--- config.mk ---
export PLATFORM = sky130hd
export DESIGN_NAME = knca_dist
export DESIGN_NICKNAME = d
export VERILOG_FILES = /design/src/design/knca_pkg.sv /design/src/design/knca_dist.sv
export SDC_FILE = /design/constraint.sdc
export NUM_CORES = 1
export LEC_CHECK = 0
export ABC_AREA = 1
export BUFFER_PORTS_ARGS = -buffer_cell sky130_fd_sc_hd__buf_2
export CORE_MARGIN = 8
export CORE_UTILIZATION = 45
export CTS_CLUSTER_SIZE = 8
export DETAILED_ROUTE_END_ITERATION = 10
export PLACE_DENSITY_LB_ADDON = 0.08
export SLEW_MARGIN = 25
export SYNTH_ARGS = -nofsm -noshare
export SYNTH_HDL_FRONTEND = slang
export SYNTH_SLANG_ARGS = --single-unit
--- constraint.sdc ---
create_clock -name i_clk -period 7.9 [get_ports i_clk]
set_input_delay 0.79 -clock i_clk [delete_from_list [all_inputs] [get_ports i_clk]]
set_output_delay 0.79 -clock i_clk [all_outputs]
set_load 0.05 [all_outputs]
--- src/design/knca_pkg.sv ---
package knca_pkg;

    localparam int MAX_CLUSTERS = 16;
    localparam int MAX_DIM      = 16;
    localparam int MAX_POINTS   = 1024;

    localparam int K_W      = $clog2(MAX_CLUSTERS);
    localparam int D_W      = $clog2(MAX_DIM);
    localparam int P_W      = $clog2(MAX_POINTS);
    localparam int CADDR_W  = K_W + D_W;
    localparam int CDEPTH   = 1 << CADDR_W;
    localparam int ASSIGN_W = K_W + 1;
    localparam int COORD_W  = 16;
    localparam int PROD_W   = 2 * COORD_W;
    localparam int DIST_W   = 36;
    localparam int POP_W    = 11;
    localparam int CFG_W    = 5;
    localparam int CFG_IDX_W = 1;
    localparam int REQ_W    = 2;

    localparam logic [ASSIGN_W-1:0] UNASSIGNED = ASSIGN_W'(MAX_CLUSTERS);
    localparam logic [POP_W-1:0]    POP_MAX    = '1;

    localparam logic [REQ_W-1:0] REQ_CENTER = 2'd0;
    localparam logic [REQ_W-1:0] REQ_POINT  = 2'd1;
    localparam logic [REQ_W-1:0] REQ_PASS   = 2'd2;

    localparam logic [CFG_IDX_W-1:0] CFG_CLUSTER_COUNT = 1'd0;
    localparam logic [CFG_IDX_W-1:0] CFG_DIMENSION     = 1'd1;

    typedef struct packed {
        logic           vld;
        logic           first_d;
        logic           last_d;
        logic           last_k;
        logic [K_W-1:0] k;
    } t_tag;

endpackage

--- src/design/knca_dist.sv ---
module knca_dist (
    input  logic                          i_clk,
    input  logic                          i_rst_n,
    input  knca_pkg::t_tag                i_tag,
    input  logic [knca_pkg::COORD_W-1:0]  i_center,
    input  logic [knca_pkg::COORD_W-1:0]  i_point,
    output logic                          o_done,
    output logic [knca_pkg::K_W-1:0]      o_best_k,
    output logic [knca_pkg::DIST_W-1:0]   o_best_d
);
    import knca_pkg::*;

    t_tag               r_s1;
    t_tag               r_s2;
    logic [PROD_W-1:0]  r_prod;
    logic [DIST_W-1:0]  r_acc;
    logic [DIST_W-1:0]  r_best_d;
    logic [K_W-1:0]     r_best_k;

    logic [COORD_W:0]   diff;
    logic [COORD_W:0]   diff_abs;
    logic [COORD_W-1:0] mag;
    logic [PROD_W-1:0]  n_prod;
    logic [DIST_W-1:0]  sum;
    logic               better;

    always_comb begin
        diff     = {i_center[COORD_W-1], i_center} - {i_point[COORD_W-1], i_point};
        diff_abs = diff[COORD_W] ? (~diff + (COORD_W+1)'(1)) : diff;
        mag      = diff_abs[COORD_W-1:0];
        n_prod   = PROD_W'(mag) * PROD_W'(mag);
        sum      = (r_s2.first_d ? '0 : r_acc) + DIST_W'(r_prod);
        better   = (r_s2.k == '0) || (sum < r_best_d);
    end

    always_ff @(posedge i_clk) begin
        if (!i_rst_n) begin
            r_s1 <= '0;
            r_s2 <= '0;
        end else begin
            r_s1 <= i_tag;
            r_s2 <= r_s1;
        end
        r_prod <= n_prod;
        if (r_s2.vld) begin
            r_acc <= sum;
            if (r_s2.last_d && better) begin
                r_best_d <= sum;
                r_best_k <= r_s2.k;
            end
        end
    end

    assign o_done   = r_s2.vld && r_s2.last_d && r_s2.last_k;
    assign o_best_k = r_best_k;
    assign o_best_d = r_best_d;

endmodule

==> summary.txt <==
Status
  – Status: completed

Final layout
  – Reg area: 3220 µm²
  – Final Core Density: 0.547
  – Nets@finish: 2502
  – Layout area overhead: 20.3%
  – Share of cells above drive strength 1: 0.192
  – Commonest cells after routing, fill and taps aside: inv_1, nand2_1, buf_4
  – Commonest non-fill, non-tap cell in the layout: inv_1
  – Multi-input gate area: 10300 µm²
  – # fillers: 3219
  – Ant diodes: 0

Worst setup path
  – Max FO, Critical Path: 7
  – Crit path depth: 38
  – Top delay family on crit path: adder cells
  – CP Data Arrival Time: 7.83 ns
  – CP max-delay cell: fa_2
  – Reg2reg path depth: 24
  – Crit path capture type: flop
  – Startpoint types: input port
  – R2R setup slack: 2.50 ns
  – CP required: 8.20 ns
  – CP peak stage delay: 0.57 ns
  – WP buf/inv: 9
  – Critical path class: in -> reg

STA
  – Max Clk Rate: 133 MHz
  – Minimum clock period: 7.53 ns
  – Max Slew Vio Count: 0
  – RSZ-0062 raised after global routing: yes
  – Endpoints failing setup: 0
  – Worst setup margin: 0.373 ns
  – Slew headroom: 0.500
  – Setup TNS: 0 ns
  – Final Cycle Share: 0.953
  – Worst-margin pin slew: 0.749 ns
  – Final Hold Fails: 0
  – Final Skew: 0.00887 ns

Route
  – Drt drc: 0
  – DR iter-0 viols: 427
  – Total vias in the final route: 12100
  – Router iterations before antenna repair: 5
  – Avg WL per Cell: 14.1 µm
  – Routed vias/inst: 4.69
  – DRT antenna net count: 0
  – Routed wire length: 36300 µm

Clock network
  – Htree depth: 4
  – CTS tree: done
  – Root buf cell: clkbuf_16
  – Cts-stage hold buffer count: 0
  – Clk_lat worst skew: 0.42 ns
  – Clock Pin Slew Worst Setup and Hold Paths: 0.06 ns
  – CTS Buf Count: 17
  – CTS sink cnt: 123
  – CTS Buffer Depth: 2

Yosys
  – Post-synthesis sequential area ratio: 0.212
  – Yosys cell types: 49
  – Largest area contributor in the netlist: fa_1
  – Synthesized area per cell: 8.18 µm²
  – Top cell type's share of synthesized area: 0.218
  – Mapped Cells: 1855
  – Number of synthesized flops with an enable pin: 76
  – Synthesis-stage register bit count: 123
  – Syn Nets: 2242
  – Ys async rst share: 0
  – Yosys warns: 0
  – Mapped cell area: 15200 µm²
  – Area contributors post-synth: fa_1, edfxtp_1, ha_1, inv_1, nand2_1
  – Synth Flop Type: edfxtp_1

Global route
  – Largest net degree at the start of global routing: 38
  – Vias in the first global route: 12800
  – First-pass GRT wire length: 61100 µm
  – Initial antenna violation count: 0
  – GRT Total Usage: 0.190
  – Overflow after GRT: 0

Floorplanning
  – Die width: 200 µm
  – DIE HEIGHT: 200 µm
  – Starting density of the core: 0.455
  – Ports: 83
  – Die area: 39800 µm²
  – Core Footprint: 33400 µm²
  – Floorplan row count: 67

Min path
  – Depth of the worst hold-timing path: 2
  – Hold Crit Class: reg -> reg

Place
  – Port bufs: 82
  – HPWL after detailed placement: 31600 µm
  – Post-place setup slack: -0.456 ns
  – GP Congestion: 0.894

Job
  – Max Cap Violations: 0
-- synthesized netlist by cell type (2+ instances only) --
cell	number
inv_1	447
nand2_1	320
nor2_1	184
ha_1	180
fa_1	165
a21oi_1	100
edfxtp_1	76
nand3_1	64
dfxtp_1	47
xor2_1	46
o21ai_0	33
xnor2_1	18
nor3_1	14
nand4_1	12
a21o_1	11
inv_2	10
o21a_1	10
o21bai_1	10
clkbuf_1	9
nand2_2	8
nor2_2	8
buf_4	7
buf_6	6
nor2_4	6
a21boi_0	5
a31oi_1	5
o211ai_1	5
o221ai_1	5
a221oi_1	4
nor4_1	4
xor2_2	4
inv_4	3
nand2_4	3
nand3b_1	3
o21ai_1	3
o21ai_2	3
or2_1	3
and2_1	2
nor3_2	2
-- per-layer routing --
metal	wire (µm)	GRT usage	up-vias	share of wire
met5	0	0	-	0
li1	-	-	6261	-
met1	15800	0.225	5621	0.44
met4	1050	0.0657	0	0.029
met2	18700	0.354	151	0.51
met3	745	0.0168	60	0.021
-- flip-flops by register name (all words and copies together), names as in the netlist --
signal	cells
r_s1	8
r_acc	36
r_s2	8
o_best_d	36
o_best_k	4
r_prod	31
-- through the flow --
stage               instances  area (µm²)  hold WS (ns)
floorplan                1855       15200         0.390
global placement         2540       17300         0.394
detailed placement       2540       17300         0.397
CTS                      2572       17900         0.411
global route             2576       18200         0.440
finish                   2576       18200         0.409
-- worst paths after layout --
kind / start / to
worst max-delay path: i_center[0] / r_prod[29]
worst min-delay path: r_s1[0] / r_s2[0]
worst max register to register: r_s2[6] / o_best_d[1]
worst min register to register: r_s1[0] / r_s2[0]
-- worst register-to-register path, stage by stage (launching register included) --
cell and delay (ns):
dfxtp_2 0.49, nor2_1 0.19, ha_1 0.33, ha_1 0.25, nand3_1 0.09, nand2_1 0.10, nand2_1 0.06, a21oi_1 0.26
nand3_1 0.14, nand2_1 0.12, nand2_1 0.05, nand2_1 0.14, nand3b_1 0.14, nand2_1 0.18, nand2_1 0.07, nand2_1 0.08
xor2_1 0.36, ha_1 0.31, nand2_1 0.06, nor2_1 0.06, and3_1 0.25, nand4_1 0.14, nand3_1 0.16, a21oi_4 0.65
buf_4 0.39
-- timing repair --
action,in CTS,in global routing
gates cloned,0,1
gates resized for setup,1,69
endpoints found under the setup margin,1,15
buffers inserted,0,3
pin swaps,0,35
-- final cells by class --
class | instances | share of cell area
Sequential cell | 123 | 0.177
Multi-Input combinational cell | 1250 | 0.567
Tap cell | 448 | 0.0307
Clock inverter | 13 | 0.00686
Timing Repair Buffer | 263 | 0.0976
Inverter | 460 | 0.0952
Clock buffer | 19 | 0.0261
-- kinds of logic (layout without fill, tap and decap cells) --
group / after synthesis / in the layout / share of synthesized area
AOI/OAI and AO/OA: 198 / 198 / 0.0764
xor gates and xnor gates: 69 / 69 / 0.0431
adders and majority gates: 345 / 345 / 0.366
buffers and inverters: 483 / 755 / 0.125
DFF: 123 / 123 / 0.212
and+or+nand+nor: 637 / 638 / 0.177
Power is not shown: default switching activity piles up to over one toggle a cycle in this logic, so the estimate is an artifact.
