==> config.mk <==
export PLATFORM = sky130hd
export DESIGN_NAME = knca_ram
export DESIGN_NICKNAME = d
export VERILOG_FILES = /design/src/design/knca_ram.sv
export SDC_FILE = /design/constraint.sdc
export NUM_CORES = 1
export LEC_CHECK = 0
export BUFFER_PORTS_ARGS = -buffer_cell sky130_fd_sc_hd__buf_2
export CAP_MARGIN = 20
export CORE_MARGIN = 4
export CORE_UTILIZATION = 45
export CTS_CLUSTER_DIAMETER = 120
export DETAILED_ROUTE_END_ITERATION = 7
export GPL_TIMING_DRIVEN = 0
export PLACE_DENSITY_LB_ADDON = 0.2
export SLEW_MARGIN = 20
export SYNTH_ARGS = -nofsm -noshare
export SYNTH_HDL_FRONTEND = slang
export SYNTH_SLANG_ARGS = --single-unit
==> constraint.sdc <==
create_clock -name i_clk -period 6.9 [get_ports i_clk]
set_clock_uncertainty 0.1 [all_clocks]
set_input_delay 0.345 -clock i_clk [delete_from_list [all_inputs] [get_ports i_clk]]
set_output_delay 0.345 -clock i_clk [all_outputs]
set_load 0.02 [all_outputs]
==> src/design/knca_ram.sv <==
module knca_ram #(
    parameter int WIDTH = 16,
    parameter int DEPTH = 16,
    parameter int AW    = $clog2(DEPTH)
) (
    input  logic             i_clk,
    input  logic             i_we,
    input  logic [AW-1:0]    i_waddr,
    input  logic [WIDTH-1:0] i_wdata,
    input  logic [AW-1:0]    i_raddr,
    output logic [WIDTH-1:0] o_rdata
);

    logic [WIDTH-1:0] r_mem [DEPTH];
    logic [WIDTH-1:0] r_rdata;

    always_ff @(posedge i_clk) begin
        if (i_we) begin
            r_mem[i_waddr] <= i_wdata;
        end
        r_rdata <= r_mem[i_raddr];
    end

    assign o_rdata = r_rdata;

endmodule

==> metrics.log, run 1 <==
[metrics] Wirelength per Cell: 25.0 um
[metrics] hold buffer count at cts: 0
[metrics] number of hold violations in the final report: 0
[metrics] layout cell share with drive strength beyond 1: 33.4%
[metrics] DR iter-0 viols: 485
[metrics] Setup crit end kind: register
[metrics] total CTS buffers: 29
[metrics] most used cells in the layout excluding fill and tap cells: edfxtp_1 (256), mux4_2 (54), buf_2 (42)
[metrics] Synth Net Count: 458
[metrics] clk sink count: 272
[metrics] proportion of power drawn by flip-flops and latches: 53.0%
[metrics] Layout area overhead: 16.9%
[metrics] cell area after synthesis: 10000 um^2
[metrics] setup slack, reg-to-reg: 5470 ps
[metrics] Die Y: 157 um
[metrics] cell count after synthesis: 432
[metrics] startpoint kind of the worst setup timing path: primary input
[metrics] count of vias placed by the detailed router: 4693
[metrics] share of the synthesized area in the top cell type: 76.5%
[metrics] min cycle time layout: 1740 ps
[metrics] delay of the slowest cell on the worst path: 700 ps
[metrics] number of top-level pins: 42
[metrics] maximum clock frequency: 573 MHz
[metrics] core footprint: 21900 um^2
[metrics] clock-pin slew on the worst setup and hold paths: 60 ps
[metrics] HPWL after detailed placement: 12.8 mm
[metrics] switching power: 706 uW
[metrics] TritonCTS clock tree: yes
[metrics] Slowest cell on crit path: buf_1
[metrics] Port-buffer cells: 39
[metrics] via count of the first global-routing pass: 5005
[metrics] H-tree level count: 1
[metrics] post-synth cell types: 19
[metrics] number of fill cells: 1716
[metrics] CTS Buffer Depth: 3
[metrics] result of the run: completed
[metrics] overall power: 3.50 mW
[metrics] row cnt: 54
[metrics] Post-Route Setup TNS: 0 ps
[metrics] count of pins over their slew limit: 0
[metrics] post-detailed-routing wire length: 20.5 mm
[metrics] critical path start-end classification: primary input to register
[metrics] antenna violation net count after detailed routing: 0
[metrics] total gr overflow: 0
[metrics] initial core utilization: 45.9%
[metrics] diodes inserted: 0
[metrics] path type of the worst min-delay path: primary input to register
[metrics] Placer Congestion: 0.708
[metrics] data arrival time of the worst path: 2070 ps
[metrics] design internal power: 2.79 mW
[metrics] critical path fanouts, max: 10
[metrics] DRC violations left: 0
[metrics] All-Layer GR Usage: 17.0%
[metrics] leading cell type in the layout, fill and taps excluded: edfxtp_1
[metrics] first-pass iteration count of the detailed router: 5
[metrics] via count normalized by instance count: 5.73
[metrics] final net count: 542
[metrics] cell chain of the critical path: buf_2 > buf_1 > mux4_2 > a22oi_1 > nand2_1
[metrics] die area: 24800 um^2
[metrics] total of max-cap violations: 0
[metrics] relative slew slack: 39.8%
[metrics] setup repair after global routing missed its margin: false
[metrics] wire length of the first global-routing pass: 30.7 mm
[metrics] sequential cell area fraction in the yosys report: 79.7%
[metrics] Final Cycle Share: 25.3%
[metrics] mean instance size in the synthesized netlist: 23.2 um^2
[metrics] peak supply drop: 212 uV
[metrics] Switching Share: 20.2%
[metrics] maximum number of pins on one net before global-route repair: 17
[metrics] clock network power share: 41.8%
[metrics] setup violators final: 0
[metrics] count of cells resized by post-cts repair: 0
[metrics] Pwr Density: 298 nW/um^2
[metrics] number of register bits inferred by synthesis: 272
[metrics] cell taking the most area after synthesis: edfxtp_1
[metrics] share of the core filled with cells: 53.7%
[metrics] Tightest Pin Transition: 903 ps
[metrics] Clk Tree Root Cell: clkbuf_16
[metrics] clock latency at the later pin of the worst-skew pair: 540 ps
[metrics] static power due to leakage: 3.84 nW
[metrics] buffer count from post-CTS setup fixing: 0
[metrics] top cells by area, synth: edfxtp_1 (77%), mux4_2 (12%), dfxtp_1 (3.2%)
[metrics] Yosys warning count: 0
[metrics] chip width: 157 um
[metrics] combinational fraction of design power: 5.2%
[metrics] antenna violations before repair: 0
[metrics] data required time at the worst endpoint: 7220 ps
==> through the flow <==
step	hold WS [ps]	worst slack [ps]	instances	cell area, um^2
2_1_floorplan	344	4400	432	10000
5_1_grt	67.8	5060	819	11700
6_report	80.8	5160	819	11700
4_1_cts	53.7	5140	819	11700
3_5_place_dp	567	4600	765	10800
3_3_place_gp	559	3040	751	10600
==> Yosys cell counts, drive strengths merged <==
library cell	number
nor2b	2
clkbuf	8
a22oi	32
edfxtp	256
nand3	1
nand2	17
dfxtp	16
nand3b	2
buf	13
and2	1
nand2b	2
or3b	1
nor3	4
nor2	13
mux4	64
==> routing by layer <==
metal / wire [um] / track usage (%) / vias up
met5: 0 / 0 / -
met4: 534 / 4.55 / 0
met2: 9700 / 26.7 / 148
met1: 9060 / 25.2 / 2487
li1: - / - / 2013
met3: 1210 / 3.02 / 45
==> cells by family after synthesis <==
| family | after synthesis | synth area share, % |
|---|---|---|
| AO/OA/AOI/OAI | 32 | 2.39 |
| multiplexers | 64 | 14.7 |
| buffers and inverters | 21 | 1.23 |
| AND/OR/NAND/NOR | 43 | 1.92 |
| flip-flops | 272 | 79.7 |
==> worst paths after layout <==
path,depth (start not counted),startpoint,to
setup / recovery,5,i_raddr[1],o_rdata[8]
hold / removal,1,i_wdata[12],r_mem[3][12]
hold reg to reg,3,r_mem[15][0],o_rdata[0]
setup reg to reg,3,r_mem[2][9],o_rdata[9]
==> area by class of cell <==
class / count / area, um^2 / share of cell area (%)
sequential: 272 / 8010 / 68.2
multi-input combinational: 139 / 1990 / 17.0
clock buffer: 42 / 835 / 7.11
tap: 280 / 350 / 2.98
timing repair buffer: 53 / 345 / 2.94
buffer: 21 / 124 / 1.05
clock inverter: 12 / 91.3 / 0.778
==> state kept, by name, indices dropped and copies added, names as in the netlist <==
name     count
r_mem      256
o_rdata     16
==> critical path: cells and delay by family <==
family	cells	cell delay, ps
compound gates	1	270
buf+inv	2	940
mux	1	420
simple gates	1	80
==> power groups by stage <==
| stage | sequential [mW] | combinational [mW] | clock (mW) |
|---|---|---|---|
| 2_1_floorplan | 1.90 | 0.0901 | 0 |
| 3_3_place_gp | 1.89 | 0.173 | 0 |
| 3_5_place_dp | 1.89 | 0.184 | 0 |
| 4_1_cts | 1.86 | 0.185 | 1.50 |
| 5_1_grt | 1.86 | 0.196 | 1.57 |
| 6_report | 1.86 | 0.181 | 1.46 |
Power figures use the tool's default switching activity.
==> run 2, diff against run 1 <==
==> constraint.sdc (replaced) <==
create_clock -name i_clk -period 1.65 [get_ports i_clk]
set_clock_uncertainty 0.1 [all_clocks]
set_input_delay 0.0825 -clock i_clk [delete_from_list [all_inputs] [get_ports i_clk]]
set_output_delay 0.0825 -clock i_clk [all_outputs]
set_load 0.02 [all_outputs]
==> run 2 against run 1 <==
Compared with the run above: via count is 2.2% higher; critical endpoint is now r_mem[12][14]; critical path type unchanged; sequential share of layout area is 1.5 points lower; worst setup slack worse by 5100 ps; largest cell class unchanged; first-iteration DRC count is 26% lower; sequential cell count stayed put; clock power grew to 4.1 times the previous value; register-to-register slack worse by 5300 ps.
==> metrics.log, run 2 (synthesis gave the netlist of run 1 again) <==
[metrics] overall power: 14.6 mW (was 3.50 mW)
[metrics] share of the core filled with cells: 54.9% (was 53.7%)
[metrics] Layout area overhead: 19.6% (was 16.9%)
[metrics] setup repair after global routing missed its margin: false (unchanged)
[metrics] chip width: 157 um (unchanged)
[metrics] relative slew slack: 41.4% (was 39.8%)
[metrics] Placer Congestion: 0.731 (was 0.708)
[metrics] area of the multi-input gates: 2000 um^2 (was 1990 um^2)
[metrics] initial core utilization: 45.9% (unchanged)
[metrics] maximum clock frequency: 635 MHz
[metrics] leading cell type in the layout, fill and taps excluded: edfxtp_1 (unchanged)
[metrics] Switching Share: 20.4% (was 20.2%)
[metrics] total gr overflow: 0 (unchanged)
[metrics] Die Y: 157 um (unchanged)
[metrics] HPWL after detailed placement: 13.4 mm (was 12.8 mm)
[metrics] clock latency at the later pin of the worst-skew pair: 530 ps (was 540 ps)
[metrics] antenna violations before repair: 0 (unchanged)
[metrics] proportion of power drawn by flip-flops and latches: 53.3% (was 53.0%)
[metrics] count of pins over their slew limit: 0 (unchanged)
[metrics] Wirelength per Cell: 25.1 um (was 25.0 um)
[metrics] sequential cell area in the final layout: 8010 um^2 (unchanged)
[metrics] via count of the first global-routing pass: 5174 (was 5005)
[metrics] Setup crit end kind: register (unchanged)
[metrics] critical path buffer and inverter count: 3 (was 2)
[metrics] static power due to leakage: 3.93 nW (was 3.84 nW)
[metrics] final net count: 566 (was 542)
[metrics] first-pass iteration count of the detailed router: 4 (was 5)
[metrics] data required time at the worst endpoint: 1790 ps (was 7220 ps)
[metrics] layout cell share with drive strength beyond 1: 30.5% (was 33.4%)
[metrics] switching power: 2.96 mW (was 706 uW)
[metrics] count of vias placed by the detailed router: 4797 (was 4693)
[metrics] All-Layer GR Usage: 17.6% (was 17.0%)
[metrics] delay of the slowest cell on the worst path: 650 ps (was 700 ps)
[metrics] antenna violation net count after detailed routing: 0 (unchanged)
[metrics] most used cells in the layout excluding fill and tap cells: edfxtp_1 (256), mux4_2 (54), buf_2 (42) (unchanged)
[metrics] wire length of the first global-routing pass: 31.9 mm (was 30.7 mm)
[metrics] number of hold violations in the final report: 0 (unchanged)
[metrics] clock network power share: 41.1% (was 41.8%)
[metrics] CTS Buffer Depth: 3 (unchanged)
[metrics] DR iter-0 viols: 357 (was 485)
[metrics] Slowest cell on crit path: dlygate4sd3_1 (was buf_1)
[metrics] clk sink count: 272 (unchanged)
[metrics] flip-flop count of the largest register, all copies and words added: 256 (unchanged)
[metrics] design internal power: 11.6 mW (was 2.79 mW)
[metrics] number of top-level pins: 42 (unchanged)
[metrics] post-detailed-routing wire length: 21.1 mm (was 20.5 mm)
[metrics] startpoint kind of the worst setup timing path: primary input (unchanged)
[metrics] path type of the worst min-delay path: primary input to register (unchanged)
[metrics] combinational fraction of design power: 5.6% (was 5.2%)
[metrics] Post-Route Setup TNS: 0 ps (unchanged)
[metrics] H-tree level count: 1 (unchanged)
[metrics] family with the most delay on the worst path: buffers and inverters (unchanged)
[metrics] setup violators final: 0 (unchanged)
[metrics] row cnt: 54 (unchanged)
[metrics] TritonCTS clock tree: yes (unchanged)
[metrics] data arrival time of the worst path: 1710 ps (was 2070 ps)
[metrics] diodes inserted: 0 (unchanged)
[metrics] die area: 24800 um^2 (unchanged)
[metrics] Final Cycle Share: 95.5%
[metrics] critical path start-end classification: primary input to register (unchanged)
[metrics] maximum number of pins on one net before global-route repair: 17 (unchanged)
[metrics] Port-buffer cells: 39 (unchanged)
[metrics] critical path fanouts, max: 9 (was 10)
[metrics] result of the run: completed (unchanged)
[metrics] total of max-cap violations: 0 (unchanged)
[metrics] Clk Tree Root Cell: clkbuf_16 (unchanged)
[metrics] cell chain of the critical path: buf_2 > dlygate4sd3_1 > nor3_4 > buf_8 (was buf_2 > buf_1 > mux4_2 > a22oi_1 > nand2_1)
[metrics] min cycle time layout: 1580 ps
[metrics] Tightest Pin Transition: 880 ps (was 903 ps)
[metrics] via count normalized by instance count: 5.70 (was 5.73)
[metrics] buffer count from post-CTS setup fixing: 0 (unchanged)
[metrics] clock-pin slew on the worst setup and hold paths: 60 ps (about the same)
[metrics] peak supply drop: 956 uV (was 212 uV)
[metrics] WHS: 34.9 ps (was 80.8 ps)
[metrics] core footprint: 21900 um^2 (unchanged)
[metrics] total CTS buffers: 29 (unchanged)
[metrics] Top reg by flops: r_mem (unchanged)
[metrics] DRC violations left: 0 (unchanged)
[metrics] Pwr Density: 1210 nW/um^2 (was 298 nW/um^2)
[metrics] number of fill cells: 1692 (was 1716)
[run 2: cell types whose count changed in the layout (fill, tap and decap cells not counted), moves of 5 or more]
cell / change
buf_8: +7
buf_4: -8
clkinv_2: -5
dlygate4sd3_1: +25
[run 2: path summary, 6_finish.rpt]
kind / start / to / slack, ps / cells past startpoint
max: i_waddr[1] / r_mem[12][14] / 70 / 4
min: i_raddr[1] / o_rdata[2] / 30 / 4
max reg2reg: r_mem[3][8] / o_rdata[8] / 200 / 3
min reg2reg: r_mem[14][12] / o_rdata[12] / 590 / 3
[run 2: worst min-delay path, cell delays in order]
cell     delay [ps]
buf_2           180
mux4_2          230
a22oi_1          80
nand2_1          60
[run 2: cell type report]
class	count	area share, %
well taps	280	2.92
flip-flops and latches	272	66.7
clock inverters	9	0.636
clock buffers	43	6.73
plain buffers	21	1.03
repair buffers	77	5.33
multi-input cells	139	16.7
[run 2: metal layers]
| layer | wire length (um) | vias to the layer above | track usage, % |
|---|---|---|---|
| met3 | 1180 | 37 | 3.35 |
| li1 | - | 2062 | - |
| met4 | 451 | 0 | 3.97 |
| met5 | 0 | - | 0 |
| met2 | 10000 | 133 | 27.9 |
| met1 | 9440 | 2565 | 25.7 |
[run 2: power groups by stage]
stage	clock (mW)	combinational [mW]	sequential, mW
2_1_floorplan	0	0.378	7.96
3_3_place_gp	0	0.732	7.90
3_5_place_dp	0	0.782	7.91
4_1_cts	6.13	0.826	7.76
5_1_grt	6.43	0.881	7.77
6_report	5.98	0.816	7.76
[run 2: repair_timing]
item,4_1_cts,5_1_grt
gates resized for setup,0,0
hold endpoints to repair,264,8
hold buffers,23,2
[run 2: through the flow]
stage / cells / setup WS [ps] / cell area, um^2
floorplan: 432 / -168 / 10100
global placement: 751 / -1050 / 10600
detailed placement: 763 / -497 / 10900
CTS: 838 / 73.9 / 12000
global route: 841 / 30.9 / 12000
finish: 841 / 74.6 / 12000
==> run 3, diff against run 2 <==
--- a/config.mk
+++ b/config.mk
@@ -8,11 +8,11 @@
 export BUFFER_PORTS_ARGS = -buffer_cell sky130_fd_sc_hd__buf_2
 export CAP_MARGIN = 20
 export CORE_MARGIN = 4
-export CORE_UTILIZATION = 45
+export CORE_UTILIZATION = 25
 export CTS_CLUSTER_DIAMETER = 120
 export DETAILED_ROUTE_END_ITERATION = 7
 export GPL_TIMING_DRIVEN = 0
-export PLACE_DENSITY_LB_ADDON = 0.2
+export PLACE_DENSITY_LB_ADDON = 0.08
 export SLEW_MARGIN = 20
 export SYNTH_ARGS = -nofsm -noshare
 export SYNTH_HDL_FRONTEND = slang
==> run 3 against run 2 <==
Compared with the run above: the flow now finishes with violations (hold timing); register-to-register slack got worse by 20 ps; non-clock buffer count is 4 lower; largest power group unchanged; sequential share of layout area down 2.3 points; maximum frequency down 0.56%.
==> metrics.log, run 3 (synthesis gave the netlist of run 1 again) <==
[metrics] post-place setup slack: -615 ps (was -497 ps)
[metrics] startpoint kind of the worst setup timing path: primary input (unchanged)
[metrics] final worst slack: 65.7 ps (was 74.6 ps)
[metrics] Switching Share: 20.7% (was 20.4%)
[metrics] post-placement cell count: 1004 (was 763)
[metrics] via count of the first global-routing pass: 5097 (was 5174)
[metrics] setup repair after global routing missed its margin: false (unchanged)
[metrics] clock-pin slew on the worst setup and hold paths: 60 ps (about the same)
[metrics] initial core utilization: 25.3% (was 45.9%)
[metrics] peak supply drop: 895 uV (was 956 uV)
[metrics] Top reg by flops: r_mem (unchanged)
[metrics] Post-Route Setup TNS: 0 ps (unchanged)
[metrics] number of hold violations in the final report: 3 (was 0)
[metrics] Area after DPL: 11200 um^2 (was 10900 um^2)
[metrics] HPWL after detailed placement: 15.2 mm (was 13.4 mm)
[metrics] hold path depth: 4 (unchanged)
[metrics] row cnt: 73 (was 54)
[metrics] critical path start-end classification: primary input to register (unchanged)
[metrics] reg2reg path depth: 3 (unchanged)
[metrics] total of max-cap violations: 0 (unchanged)
[metrics] layout cell share with drive strength beyond 1: 31.7% (was 30.5%)
[metrics] capture point of the worst reg-to-reg path: o_rdata[10] (was o_rdata[8])
[metrics] leading cell type in the layout, fill and taps excluded: edfxtp_1 (unchanged)
[metrics] proportion of power drawn by flip-flops and latches: 51.4% (was 53.3%)
[metrics] path type of the worst min-delay path: primary input to register (unchanged)
[metrics] WHS: -19.8 ps (was 34.9 ps)
[metrics] sequential cell area in the final layout: 8010 um^2 (unchanged)
[metrics] min cycle time layout: 1580 ps (about the same)
[metrics] via count normalized by instance count: 4.36 (was 5.70)
[metrics] clock network power share: 42.9% (was 41.1%)
[metrics] Clk Tree Root Cell: clkbuf_16 (unchanged)
[metrics] number of fill cells: 3844 (was 1692)
[metrics] antenna violations before repair: 0 (unchanged)
[metrics] first-pass iteration count of the detailed router: 5 (was 4)
[metrics] Layout area overhead: 23.9% (was 19.6%)
[metrics] All-Layer GR Usage: 11.2% (was 17.6%)
[metrics] final net count: 564 (was 566)
[metrics] non-filler instance count after layout: 1087 (was 841)
[metrics] clk sink count: 272 (unchanged)
[metrics] total CTS buffers: 31 (was 29)
[metrics] Port-buffer cells: 39 (unchanged)
[metrics] number of top-level pins: 42 (unchanged)
[metrics] H-tree level count: 1 (unchanged)
[metrics] Pwr Density: 1210 nW/um^2 (about the same)
[metrics] Final Cycle Share: 96.0% (was 95.5%)
[metrics] antenna violation net count after detailed routing: 0 (unchanged)
[metrics] amount of wire on met2 after detailed routing: 11.7 mm (was 10.0 mm)
[metrics] TritonCTS clock tree: yes (unchanged)
[metrics] relative slew slack: 31.5% (was 41.4%)
[metrics] failing checks: hold timing
[metrics] Wirelength per Cell: 22.8 um (was 25.1 um)
[metrics] result of the run: finished with violations (was completed)
[metrics] data required time at the worst endpoint: 1960 ps (was 1790 ps)
[metrics] final std cell area, no fill: 12400 um^2 (was 12000 um^2)
[metrics] clock latency at the later pin of the worst-skew pair: 550 ps (was 530 ps)
[metrics] diodes inserted: 0 (unchanged)
[metrics] setup slack, reg-to-reg: 180 ps (was 200 ps)
[metrics] design internal power: 12.0 mW (was 11.6 mW)
[metrics] combinational fraction of design power: 5.6% (about the same)
[metrics] DR iter-0 viols: 240 (was 357)
[metrics] most used cells in the layout excluding fill and tap cells: edfxtp_1 (256), mux4_2 (54), buf_2 (42) (unchanged)
[metrics] post-detailed-routing wire length: 24.8 mm (was 21.1 mm)
[metrics] chip width: 208 um (was 157 um)
[metrics] Setup crit end kind: register (unchanged)
[metrics] count of pins over their slew limit: 0 (unchanged)
[metrics] Met3 Routed Length: 1.03 mm (was 1.18 mm)
[metrics] M1 wire length: 11.6 mm (was 9.44 mm)
[metrics] Die Y: 208 um (was 157 um)
[metrics] overall power: 15.1 mW (was 14.6 mW)
[metrics] highest metal layer used by the detailed router: met4 (unchanged)
[metrics] wire length of the first global-routing pass: 35.3 mm (was 31.9 mm)
[metrics] static power due to leakage: 3.98 nW (was 3.93 nW)
[metrics] Tightest Pin Transition: 1030 ps (was 880 ps)
[metrics] DRC violations left: 0 (unchanged)
[metrics] count of vias placed by the detailed router: 4740 (was 4797)
[metrics] maximum clock frequency: 631 MHz (was 635 MHz)
[metrics] critical path fanouts, max: 10 (was 9)
[metrics] Placer Congestion: 0.648 (was 0.731)
[metrics] critical register-to-register path startpoint: r_mem[0][10] (was r_mem[3][8])
[metrics] switching power: 3.12 mW (was 2.96 mW)
[metrics] sink of the worst hold path: o_rdata[15] (was o_rdata[2])
[metrics] maximum number of pins on one net before global-route repair: 17 (unchanged)
[metrics] flip-flop count of the largest register, all copies and words added: 256 (unchanged)
[metrics] setup violators final: 0 (unchanged)
[metrics] data arrival time of the worst path: 1890 ps (was 1710 ps)
[metrics] area of the multi-input gates: 2050 um^2 (was 2000 um^2)
[metrics] die area: 43400 um^2 (was 24800 um^2)
[metrics] total gr overflow: 0 (unchanged)
[metrics] worst hold start: i_raddr[3] (was i_raddr[1])
[metrics] core footprint: 39700 um^2 (was 21900 um^2)
[metrics] CTS Buffer Depth: 3 (unchanged)
-- run 3: cell types whose count changed in the layout (fill, tap and decap cells not counted), moves of 2 or more --
| cell | change |
|---|---|
| nor2_4 | +9 |
| buf_16 | +3 |
| buf_8 | -9 |
| dlygate4sd3_1 | -2 |
| nor2_2 | -8 |
| clkbuf_16 | +2 |
| buf_4 | +2 |
| clkinv_1 | -3 |
| clkbuf_8 | +7 |
-- run 3: power by group through the flow --
stage / Combinational (mW) / Clock, mW / Sequential (mW)
4_1_cts: 0.879 / 6.70 / 7.76
5_1_grt: 0.923 / 6.96 / 7.77
2_1_floorplan: 0.378 / 0 / 7.96
6_report: 0.850 / 6.48 / 7.76
3_5_place_dp: 0.833 / 0 / 7.91
3_3_place_gp: 0.783 / 0 / 7.90
-- run 3: cell type report --
cell class              instances  share of cell area [%]
clock buffers                  53                    7.70
flip-flops and latches        272                    64.4
well taps                     525                    5.28
repair buffers                 73                    4.94
multi-input cells             139                    16.5
plain buffers                  21                    1.06
clock inverters                 4                   0.191
-- run 3: repair_timing --
item                                   CTS  global route
endpoints found under the hold margin  262             0
resized for setup                        2             1
hold buffers                            23             0
setup buffers                            0             3
pin swaps                                0             2
setup endpoints to repair                1            17
-- run 3: worst max path at each step --
stage,startpoint,endpoint,slack (ps),depth (start not counted)
5_1_grt,i_raddr[1],o_rdata[7],10,5
2_1_floorplan,i_waddr[2],r_mem[1][0],-170,2
6_report,i_raddr[1],o_rdata[10],70,5
3_3_place_gp,i_waddr[2],r_mem[3][2],-1480,3
4_1_cts,i_raddr[2],o_rdata[12],4,5
3_5_place_dp,i_raddr[1],o_rdata[12],-610,5
-- run 3: per-stage QoR --
step,hold slack (ps),utilization (%)
CTS,38.2,31.2
floorplan,81.4,-
global placement,358,27.5
global route,19.8,31.3
finish,-19.8,31.3
detailed placement,373,28.1
-- run 3: routing by layer --
layer  track usage (%)  vias to the layer above
met4              2.22                        0
met1              16.0                     2544
li1                  -                     2055
met2              18.1                      105
met3              1.84                       36
met5                 0                        -
-- run 3: worst max-delay path: stages --
cell and delay (ps):
buf_2 250, buf_1 800, mux4_2 420, a22oi_1 190, nand2_1 140
